**config.mk**
```make
export PLATFORM = sky130hd
export DESIGN_NAME = shortest_remaining_min_heap_core
export DESIGN_NICKNAME = d
export VERILOG_FILES = /design/src/rtl/srmh_pkg.sv /design/src/rtl/srmh_datapath.sv /design/src/rtl/srmh_ctrl.sv /design/src/rtl/shortest_remaining_min_heap_core.sv
export SDC_FILE = /design/constraint.sdc
export NUM_CORES = 2
export LEC_CHECK = 0
export ABC_AREA = 1
export BUFFER_PORTS_ARGS = -buffer_cell sky130_fd_sc_hd__buf_2
export CELL_PAD_IN_SITES_DETAIL_PLACEMENT = 0
export CELL_PAD_IN_SITES_GLOBAL_PLACEMENT = 1
export CORE_MARGIN = 4
export CORE_UTILIZATION = 35
export DETAILED_ROUTE_END_ITERATION = 10
export GPL_TIMING_DRIVEN = 0
export PLACE_DENSITY = 0.54
export SKIP_LAST_GASP = 1
export SYNTH_ARGS = -nofsm -noshare
export SYNTH_HDL_FRONTEND = slang
export SYNTH_HIERARCHICAL = 1
export SYNTH_SLANG_ARGS = --single-unit
```
**constraint.sdc**
```tcl
create_clock -name clk -period 6.5 [get_ports clk]
set_input_delay 0.325 -clock clk [delete_from_list [all_inputs] [get_ports clk]]
set_output_delay 0.325 -clock clk [all_outputs]
set_load 0.02 [all_outputs]
```
**src/rtl/srmh_pkg.sv**
```systemverilog
`timescale 1ns / 1ps
`default_nettype none
// Shared types and codes for the shortest-remaining-time min-heap.
// Used by srmh_ctrl, srmh_datapath and the top level; depends on nothing.

package srmh_pkg;

  // One stored heap entry: ordering key above the process id.
  typedef struct packed {
    logic [15:0] tm;
    logic [7:0]  id;
  } entry_t;

  // Input command codes.
  localparam logic CMD_PUSH = 1'b0;
  localparam logic CMD_POP  = 1'b1;

  // Result status codes.
  typedef logic [1:0] status_t;
  localparam status_t ST_OK    = 2'd0;
  localparam status_t ST_EMPTY = 2'd1;
  localparam status_t ST_FULL  = 2'd2;

  // Read address select.
  typedef logic [2:0] rd_sel_t;
  localparam rd_sel_t RD_NONE   = 3'd0;
  localparam rd_sel_t RD_PARENT = 3'd1;
  localparam rd_sel_t RD_ROOT   = 3'd2;
  localparam rd_sel_t RD_LAST   = 3'd3;
  localparam rd_sel_t RD_LEFT   = 3'd4;
  localparam rd_sel_t RD_RIGHT  = 3'd5;

  // Write data select; every write goes to the current hole position.
  typedef logic [2:0] wr_sel_t;
  localparam wr_sel_t WR_NONE   = 3'd0;
  localparam wr_sel_t WR_PARENT = 3'd1;
  localparam wr_sel_t WR_NEW    = 3'd2;
  localparam wr_sel_t WR_CHOSEN = 3'd3;
  localparam wr_sel_t WR_MOVE   = 3'd4;

  // Commands from the controller to the datapath.
  typedef struct packed {
    logic    accept_push;
    logic    accept_pop;
    logic    err_full;
    logic    err_empty;
    rd_sel_t rd_sel;
    wr_sel_t wr_sel;
    logic    cap_root;
    logic    cap_move;
    logic    cap_left;
  } cmd_t;

  // Status from the datapath to the controller.
  typedef struct packed {
    logic full;
    logic empty;
    logic parent_zero;
    logic push_less;
    logic has_left;
    logic has_right;
    logic move_less;
  } sts_t;

endpackage

`default_nettype wire

```
**src/rtl/srmh_datapath.sv**
```systemverilog
`timescale 1ns / 1ps
`default_nettype none
// Datapath of the min-heap: entry memory, hole position, entry count and result registers.
// Depends on srmh_pkg; driven by srmh_ctrl through srmh_pkg::cmd_t.

module srmh_datapath #(
  parameter int CAPACITY = 64
) (
  input  wire logic                clk,
  input  wire logic                rst_n,
  input  wire logic [7:0]          in_proc_id,
  input  wire logic [15:0]         in_remaining_time,
  input  wire srmh_pkg::cmd_t      cmd,
  output srmh_pkg::sts_t           sts,
  output logic [7:0]               out_id,
  output logic [15:0]              out_time,
  output logic [1:0]               out_status,
  output logic                     out_is_empty,
  output logic [6:0]               out_fill_count
);

  localparam int AW = $clog2(CAPACITY);
  localparam int CW = $clog2(CAPACITY + 1);
  localparam int LW = AW + 2;

  srmh_pkg::entry_t mem [CAPACITY];

  logic [CW-1:0]          count_r;
  logic [AW-1:0]          pos_r;
  srmh_pkg::entry_t       new_r;
  srmh_pkg::entry_t       mv_r;
  srmh_pkg::entry_t       cand_r;
  logic [AW-1:0]          cand_addr_r;
  logic                   has_right_r;
  srmh_pkg::entry_t       rdata_r;
  logic [7:0]             res_id_r;
  logic [15:0]            res_time_r;
  srmh_pkg::status_t      status_r;

  logic [AW-1:0]          parent;
  logic [LW-1:0]          child_l;
  logic [LW-1:0]          child_r;
  logic [LW-1:0]          n_ext;
  logic                   pick_right;
  srmh_pkg::entry_t       chosen;
  logic [AW-1:0]          chosen_addr;
  logic [AW-1:0]          raddr;
  logic                   we;
  srmh_pkg::entry_t       wdata;

  assign parent     = (pos_r - AW'(1)) >> 1;
  assign child_l    = {1'b0, pos_r, 1'b1};
  assign child_r    = child_l + LW'(1);
  assign n_ext      = LW'(count_r);

  // The right child wins only when its key is strictly smaller.
  assign pick_right  = has_right_r && (rdata_r.tm < cand_r.tm);
  assign chosen      = pick_right ? rdata_r : cand_r;
  assign chosen_addr = pick_right ? (cand_addr_r + AW'(1)) : cand_addr_r;

  assign sts.full        = (count_r == CW'(CAPACITY));
  assign sts.empty       = (count_r == '0);
  assign sts.parent_zero = (parent == '0);
  assign sts.push_less   = (new_r.tm < rdata_r.tm);
  assign sts.has_left    = (child_l < n_ext);
  assign sts.has_right   = (child_r < n_ext);
  assign sts.move_less   = (mv_r.tm < chosen.tm);

  always_comb begin
    case (cmd.rd_sel)
      srmh_pkg::RD_PARENT: raddr = parent;
      srmh_pkg::RD_ROOT:   raddr = '0;
      srmh_pkg::RD_LAST:   raddr = AW'(count_r);
      srmh_pkg::RD_LEFT:   raddr = AW'(child_l);
      srmh_pkg::RD_RIGHT:  raddr = AW'(child_r);
      default:             raddr = '0;
    endcase
  end

  always_comb begin
    we    = 1'b1;
    wdata = new_r;
    case (cmd.wr_sel)
      srmh_pkg::WR_PARENT: wdata = rdata_r;
      srmh_pkg::WR_NEW:    wdata = new_r;
      srmh_pkg::WR_CHOSEN: wdata = chosen;
      srmh_pkg::WR_MOVE:   wdata = mv_r;
      default:             we    = 1'b0;
    endcase
  end

  // Simple dual-port style memory: one write and one registered read per cycle.
  always_ff @(posedge clk) begin
    if (we) begin
      mem[pos_r] <= wdata;
    end
    rdata_r <= mem[raddr];
  end

  always_ff @(posedge clk) begin
    if (!rst_n) begin
      count_r <= '0;
    end else if (cmd.accept_push) begin
      count_r <= count_r + CW'(1);
    end else if (cmd.accept_pop) begin
      count_r <= count_r - CW'(1);
    end
  end

  always_ff @(posedge clk) begin
    if (cmd.accept_push) begin
      pos_r <= AW'(count_r);
      new_r <= {in_remaining_time, in_proc_id};
    end else if (cmd.cap_move) begin
      pos_r <= '0;
    end else if (cmd.wr_sel == srmh_pkg::WR_PARENT) begin
      pos_r <= parent;
    end else if (cmd.wr_sel == srmh_pkg::WR_CHOSEN) begin
      pos_r <= chosen_addr;
    end
    if (cmd.cap_move) begin
      mv_r <= rdata_r;
    end
    if (cmd.cap_left) begin
      cand_r      <= rdata_r;
      cand_addr_r <= AW'(child_l);
      has_right_r <= sts.has_right;
    end
  end

  always_ff @(posedge clk) begin
    if (cmd.accept_push || cmd.accept_pop || cmd.err_full || cmd.err_empty) begin
      res_id_r   <= '0;
      res_time_r <= '0;
      if (cmd.err_full) begin
        status_r <= srmh_pkg::ST_FULL;
      end else if (cmd.err_empty) begin
        status_r <= srmh_pkg::ST_EMPTY;
      end else begin
        status_r <= srmh_pkg::ST_OK;
      end
    end else if (cmd.cap_root) begin
      res_id_r   <= rdata_r.id;
      res_time_r <= rdata_r.tm;
    end
  end

  assign out_id         = res_id_r;
  assign out_time       = res_time_r;
  assign out_status     = status_r;
  assign out_is_empty   = sts.empty;
  assign out_fill_count = 7'(count_r);

endmodule

`default_nettype wire

```
**src/rtl/srmh_ctrl.sv**
```systemverilog
`timescale 1ns / 1ps
`default_nettype none
// Controller state machine of the min-heap: sequences sift-up and sift-down.
// Depends on srmh_pkg; drives srmh_datapath through srmh_pkg::cmd_t.

module srmh_ctrl (
  input  wire logic            clk,
  input  wire logic            rst_n,
  input  wire logic            start,
  input  wire logic            in_command,
  input  wire srmh_pkg::sts_t  sts,
  output srmh_pkg::cmd_t       cmd,
  output logic                 busy,
  output logic                 out_valid
);

  localparam logic [3:0] S_IDLE     = 4'd0;
  localparam logic [3:0] S_PUSH_RD  = 4'd1;
  localparam logic [3:0] S_PUSH_CMP = 4'd2;
  localparam logic [3:0] S_PUSH_WR  = 4'd3;
  localparam logic [3:0] S_POP_ROOT = 4'd4;
  localparam logic [3:0] S_POP_LAST = 4'd5;
  localparam logic [3:0] S_POP_MOVE = 4'd6;
  localparam logic [3:0] S_DN_L     = 4'd7;
  localparam logic [3:0] S_DN_R     = 4'd8;
  localparam logic [3:0] S_DN_CMP   = 4'd9;
  localparam logic [3:0] S_DN_WR    = 4'd10;
  localparam logic [3:0] S_DONE     = 4'd11;

  logic [3:0] state_r;
  logic [3:0] state_nxt;

  always_comb begin
    state_nxt = state_r;
    cmd       = '0;
    case (state_r)
      S_IDLE: begin
        if (start) begin
          if (in_command == srmh_pkg::CMD_POP) begin
            if (sts.empty) begin
              cmd.err_empty = 1'b1;
              state_nxt     = S_DONE;
            end else begin
              cmd.accept_pop = 1'b1;
              state_nxt      = S_POP_ROOT;
            end
          end else begin
            if (sts.full) begin
              cmd.err_full = 1'b1;
              state_nxt    = S_DONE;
            end else begin
              cmd.accept_push = 1'b1;
              // An empty heap takes the new entry at the root directly.
              state_nxt = sts.empty ? S_PUSH_WR : S_PUSH_RD;
            end
          end
        end
      end
      S_PUSH_RD: begin
        cmd.rd_sel = srmh_pkg::RD_PARENT;
        state_nxt  = S_PUSH_CMP;
      end
      S_PUSH_CMP: begin
        if (sts.push_less) begin
          cmd.wr_sel = srmh_pkg::WR_PARENT;
          state_nxt  = sts.parent_zero ? S_PUSH_WR : S_PUSH_RD;
        end else begin
          cmd.wr_sel = srmh_pkg::WR_NEW;
          state_nxt  = S_DONE;
        end
      end
      S_PUSH_WR: begin
        cmd.wr_sel = srmh_pkg::WR_NEW;
        state_nxt  = S_DONE;
      end
      S_POP_ROOT: begin
        cmd.rd_sel = srmh_pkg::RD_ROOT;
        state_nxt  = S_POP_LAST;
      end
      S_POP_LAST: begin
        cmd.cap_root = 1'b1;
        cmd.rd_sel   = srmh_pkg::RD_LAST;
        state_nxt    = S_POP_MOVE;
      end
      S_POP_MOVE: begin
        cmd.cap_move = 1'b1;
        state_nxt    = S_DN_L;
      end
      S_DN_L: begin
        if (sts.has_left) begin
          cmd.rd_sel = srmh_pkg::RD_LEFT;
          state_nxt  = S_DN_R;
        end else begin
          state_nxt = S_DN_WR;
        end
      end
      S_DN_R: begin
        cmd.cap_left = 1'b1;
        cmd.rd_sel   = sts.has_right ? srmh_pkg::RD_RIGHT : srmh_pkg::RD_NONE;
        state_nxt    = S_DN_CMP;
      end
      S_DN_CMP: begin
        if (sts.move_less) begin
          cmd.wr_sel = srmh_pkg::WR_MOVE;
          state_nxt  = S_DONE;
        end else begin
          cmd.wr_sel = srmh_pkg::WR_CHOSEN;
          state_nxt  = S_DN_L;
        end
      end
      S_DN_WR: begin
        cmd.wr_sel = srmh_pkg::WR_MOVE;
        state_nxt  = S_DONE;
      end
      S_DONE: begin
        state_nxt = S_IDLE;
      end
      default: begin
        state_nxt = S_IDLE;
      end
    endcase
  end

  always_ff @(posedge clk) begin
    if (!rst_n) begin
      state_r <= S_IDLE;
    end else begin
      state_r <= state_nxt;
    end
  end

  assign busy      = (state_r != S_IDLE);
  assign out_valid = (state_r == S_DONE);

endmodule

`default_nettype wire

```
**src/rtl/shortest_remaining_min_heap_core.sv**
```systemverilog
`timescale 1ns / 1ps
`default_nettype none
// Shortest-remaining-time min-heap: a binary min-heap of process ids keyed by remaining time.
// Top level; instantiates srmh_ctrl and srmh_datapath and uses srmh_pkg.
//
// Usage:
//   A command transfer happens at a rising edge where start is high and busy is
//   low. in_command selects push (in_proc_id, in_remaining_time are stored) or
//   pop (the entry with the least time is removed; the payload is ignored).
//   Each command produces exactly one result, shown for one cycle with
//   out_valid high; the receiver cannot stall it and must take it then.
//   out_id/out_time carry the popped entry (zero otherwise), out_status the
//   outcome (done, pop from empty, push to full), and out_is_empty and
//   out_fill_count the heap occupancy after the command.
// Sequencing:
//   The heap lives in a memory with one write and one registered read per
//   cycle, so each tree level walked costs memory accesses: a push walks up
//   from the last position toward the root and a pop walks down from the
//   root; a rejected command goes straight to its result. busy stays high
//   through the result cycle, so a new command is taken the cycle after.
// Reset:
//   A synchronous, active-low reset empties the heap; memory contents are not
//   cleared, as only entries below the fill count are ever read.

module shortest_remaining_min_heap_core #(
  parameter int CAPACITY = 64
) (
  input  wire logic         clk,
  input  wire logic         rst_n,
  input  wire logic         start,
  output logic              busy,
  input  wire logic         in_command,
  input  wire logic [7:0]   in_proc_id,
  input  wire logic [15:0]  in_remaining_time,
  output logic              out_valid,
  output logic [7:0]        out_id,
  output logic [15:0]       out_time,
  output logic [1:0]        out_status,
  output logic              out_is_empty,
  output logic [6:0]        out_fill_count
);

  // Command and status bundles between the controller and the datapath.
  srmh_pkg::cmd_t cmd;
  srmh_pkg::sts_t sts;

  // The controller decides the sequence of memory reads and writes; it sees
  // only comparison, position and occupancy flags from the datapath.
  srmh_ctrl u_ctrl (
    .clk        (clk),
    .rst_n      (rst_n),
    .start      (start),
    .in_command (in_command),
    .sts        (sts),
    .cmd        (cmd),
    .busy       (busy),
    .out_valid  (out_valid)
  );

  // The datapath holds the entry memory, the moving hole position and the
  // result registers, which stay stable through the result cycle.
  srmh_datapath #(
    .CAPACITY (CAPACITY)
  ) u_datapath (
    .clk               (clk),
    .rst_n             (rst_n),
    .in_proc_id        (in_proc_id),
    .in_remaining_time (in_remaining_time),
    .cmd               (cmd),
    .sts               (sts),
    .out_id            (out_id),
    .out_time          (out_time),
    .out_status        (out_status),
    .out_is_empty      (out_is_empty),
    .out_fill_count    (out_fill_count)
  );

  // A result is strobed for a single cycle only.
  assert property (@(posedge clk) disable iff (!rst_n) out_valid |=> !out_valid)
    else $error("result strobe held longer than one cycle");

  // An accepted command always occupies the block in the next cycle.
  assert property (@(posedge clk) disable iff (!rst_n) (start && !busy) |=> busy)
    else $error("command transfer did not make the block busy");

  // A pop rejected as empty must report an empty heap.
  assert property (@(posedge clk) disable iff (!rst_n)
    (out_valid && out_status == srmh_pkg::ST_EMPTY) |-> out_is_empty)
    else $error("empty-pop status with a non-empty heap");

  // A push rejected as full cannot leave the heap empty.
  assert property (@(posedge clk) disable iff (!rst_n)
    (out_valid && out_status == srmh_pkg::ST_FULL) |-> !out_is_empty)
    else $error("full-push status with an empty heap");

endmodule

`default_nettype wire
```
==> reports/summary.json <==
{
  "biggest_cell_delay_along_the_critical_path": {"value": 0.57, "unit": "ns"},
  "max-cap-violations": {"value": 0},
  "grt_most_used_layer": {"value": "met2"},
  "hold_path_class": {"value": "primary input to flop"},
  "gp_routability_congestion": {"value": 0.924},
  "grt_pass1_wl": {"value": 360000, "unit": "µm"},
  "synth-warning-count": {"value": 6},
  "cp-start-kind": {"value": "flop"},
  "worstHoldPathCells": {"value": 2},
  "yosysTopAreaCell": {"value": "edfxtp_1"},
  "grt_start_max_net_pins": {"value": 32},
  "antenna_violating_nets_post_route": {"value": 0},
  "drt_iter0_drc": {"value": 5071},
  "critical_path.endpoint_type": {"value": "flop"},
  "global_route.overflow_total": {"value": 0},
  "timing.reg2reg.worst_path_depth": {"value": 25},
  "avgSynthCellArea": {"value": 12.0, "unit": "µm²"},
  "num_rows": {"value": 165},
  "synthesis.nets": {"value": 6029},
  "post_route_cells_drive_above_1_share": {"value": 0.148},
  "critPathSlowestCell": {"value": "edfxtp_1"},
  "drt-pass1-iter-count": {"value": 6},
  "clockRootBuffer": {"value": "clkbuf_16"},
  "floorplan.die_area": {"value": 211000, "unit": "µm²"},
  "num_io_pins": {"value": 64},
  "layout.filler_cells": {"value": 18900},
  "achievable-frequency": {"value": 160, "unit": "MHz"},
  "edff_count_synth": {"value": 1622},
  "outcome": {"value": "complete, no violations"},
  "die_width": {"value": 459, "unit": "µm"},
  "syn-instance-count": {"value": 5935},
  "layout.cell_area.non_filler": {"value": 85600, "unit": "µm²"},
  "seqCellArea": {"value": 49900, "unit": "µm²"},
  "library_cell_with_the_highest_instance_count_after_synthesis": {"value": "edfxtp_1"},
  "final_hold_violation_count": {"value": 0},
  "first_global_vias": {"value": 45900},
  "count_of_unique_library_cells_instantiated_by_yosys": {"value": 43},
  "power.static_leakage": {"value": 30.3, "unit": "nW"},
  "path_class": {"value": "flop to flop"},
  "area_delta_synth_final": {"value": 20.3, "unit": "%"},
  "ys_top_cells_by_count": {"value": "edfxtp_1, nand2_1, inv_1"},
  "yosys_register_bits": {"value": 1681},
  "clkSinkCount": {"value": 1681},
  "final_min_period_over_clock_period": {"value": 0.959},
  "wirelength": {"value": 262000, "unit": "µm"},
  "footprint_of_the_multi_input_gates": {"value": 16500, "unit": "µm²"},
  "dp_hpwl": {"value": 178000, "unit": "µm"},
  "drc": {"value": 0},
  "critPathMostFrequentCell": {"value": "nand2_1"},
  "clk_transition_reported_paths": {"value": 0.06, "unit": "ns"},
  "dpl-instance-area": {"value": 77000, "unit": "µm²"},
  "synth.area.top_cells": {"value": "edfxtp_1, o211ai_1, nand2_1"},
  "port_buffers": {"value": 63},
  "initial_core_util": {"value": 0.352},
  "htree_levels": {"value": 4},
  "critical_path_data_arrival_time": {"value": 6.92, "unit": "ns"},
  "drv_slew": {"value": 0},
  "layout.core_utilization": {"value": 0.424},
  "tightestPinTransition": {"value": 1.14, "unit": "ns"},
  "timing.final.setup_violations": {"value": 0},
  "design.core.area": {"value": 202000, "unit": "µm²"},
  "synth_sequential_area_ratio": {"value": 0.701},
  "async_flop_share": {"value": 0},
  "wire_per_inst": {"value": 28.2, "unit": "µm"},
  "total_power": {"value": 44.9, "unit": "mW"},
  "power-per-cell-area": {"value": 525, "unit": "nW/µm²"},
  "gr-usage-met3": {"value": 0.0367},
  "grt_util_all_layers": {"value": 0.243},
  "maximum_vdd_drop": {"value": 0.308, "unit": "mV"},
  "critPathMaxFanout": {"value": 10},
  "grt_setup_unrepaired": {"value": "true"},
  "period_needed": {"value": 6.23, "unit": "ns"},
  "summed_instance_area_of_the_synthesized_netlist": {"value": 71100, "unit": "µm²"},
  "critPathRequiredTime": {"value": 7.19, "unit": "ns"},
  "slew-limit-headroom": {"value": 0.242},
  "tritoncts_clock_tree": {"value": "built"},
  "netlist.area_leader.share": {"value": 0.685},
  "grt_antenna_before_repair": {"value": 23},
  "grt_use_met1": {"value": 0.338},
  "clock_latency": {"value": 0.85, "unit": "ns"},
  "final.setup_skew": {"value": 0.0431, "unit": "ns"},
  "vertical_extent_of_the_die": {"value": 459, "unit": "µm"},
  "vias_per_cell": {"value": 5.24},
  "clock_path_buffers": {"value": 3},
  "grt_util_met2": {"value": 0.391},
  "postSynth.topFlopCell": {"value": "edfxtp_1"},
  "design.final.nets": {"value": 6567},
  "cts_made_buffers": {"value": 189},
  "vias": {"value": 48800}
}
final timing paths:
kind                     startpoint  slack, ns                endpoint
min                   in_proc_id[7]       0.19     u_datapath/new_r[7]
min reg2reg  u_datapath/out_time[4]       0.46  u_datapath/out_time[4]
max reg2reg     u_datapath/pos_r[1]       0.27   u_datapath/rdata_r[7]
max             u_datapath/pos_r[1]       0.27   u_datapath/rdata_r[7]
timing repair:
action	in CTS	in global routing
setup buffers	84	46
endpoints found under the setup margin	3096	2496
pin swaps	3	8
endpoints found under the hold margin	37	0
hold buffers	27	0
cloned	35	13
gates resized for setup	122	47
worst max-delay path, delay by kind of cell (launching register included):
family	cells	cell delay, ns
AOI/OAI and AO/OA	8	1.60
adders and majority gates	2	0.57
buffers and inverters	5	1.42
DFF	1	0.57
and+or+nand+nor	10	1.88
kinds of logic (layout without fill, tap and decap cells):
group / count (synthesis) / count (layout) / synth area share
flip-flops: 1681 / 1681 / 0.701
AND/OR/NAND/NOR: 1459 / 1459 / 0.0827
AO/OA/AOI/OAI: 1413 / 1414 / 0.129
buffers and inverters: 1308 / 2009 / 0.0746
adder cells (fa/ha/maj): 66 / 66 / 0.0117
XOR/XNOR: 8 / 8 / 0.000985
other: 0 / 6 / 0
cell type report:
class                      count  area share
clock inverter               100      0.0106
tap                         2672      0.0391
inverter                     952      0.0445
timing repair buffer         299      0.0458
timing repair inverter        47     0.00412
multi-input combinational   2947       0.193
sequential                  1681       0.583
clock buffer                 255      0.0590
antenna                        6    0.000175
buffer                       356      0.0205
registers in the layout, summed over array words and instances (netlist names):
register / flops
u_ctrl/state_r: 4
u_datapath/cand_addr_r: 5
u_datapath/cand_r: 24
u_datapath/has_right_r: 1
u_datapath/mem: 1536
u_datapath/mv_r: 24
u_datapath/new_r: 24
u_datapath/out_fill_count: 7
u_datapath/out_id: 8
u_datapath/out_status: 2
u_datapath/out_time: 16
u_datapath/pos_r: 6
u_datapath/rdata_r: 24
placed cells by master, fill, tap and decap left out, drive strengths merged, types with 4 or more instances in the layout:
cell type / instances
dlygate4sd3: 27
dfxtp: 59
o211ai: 773
o21a: 4
nand4: 6
nor3: 15
clkbuf: 352
o21ai: 534
xor2: 5
clkinvlp: 111
bufinv: 7
nand3: 261
clkinv: 92
ha: 65
buf: 531
a21oi: 60
o2111ai: 25
inv: 889
diode: 6
edfxtp: 1622
nand2: 1089
nor2: 84
o22ai: 7
metrics by stage:
stage	hold slack [ns]	TNS [ns]	setup WS [ns]	instances
floorplan	0.424	0	0.525	5935
global placement	0.447	-	-6.35	8670
detailed placement	0.453	-4481.67	-2.59	8749
CTS	0.124	-2.67	-0.130	9250
global route	0.149	-0.0768	-0.0185	9311
finish	0.190	0	0.267	9315
layer usage:
metal	wire [µm]	up-vias
met5	28	-
met4	8710	4
met3	16700	346
met2	121000	1651
met1	115000	24600
li1	-	22200
report_power, final:
group	switching, mW	total [mW]	internal (mW)
clock network	4.53	10.3	5.77
logic	15.4	20.5	5.13
registers	0.359	14.1	13.7
total	20.3	44.9	24.6
No activity file was read; power rests on OpenSTA's default activity.
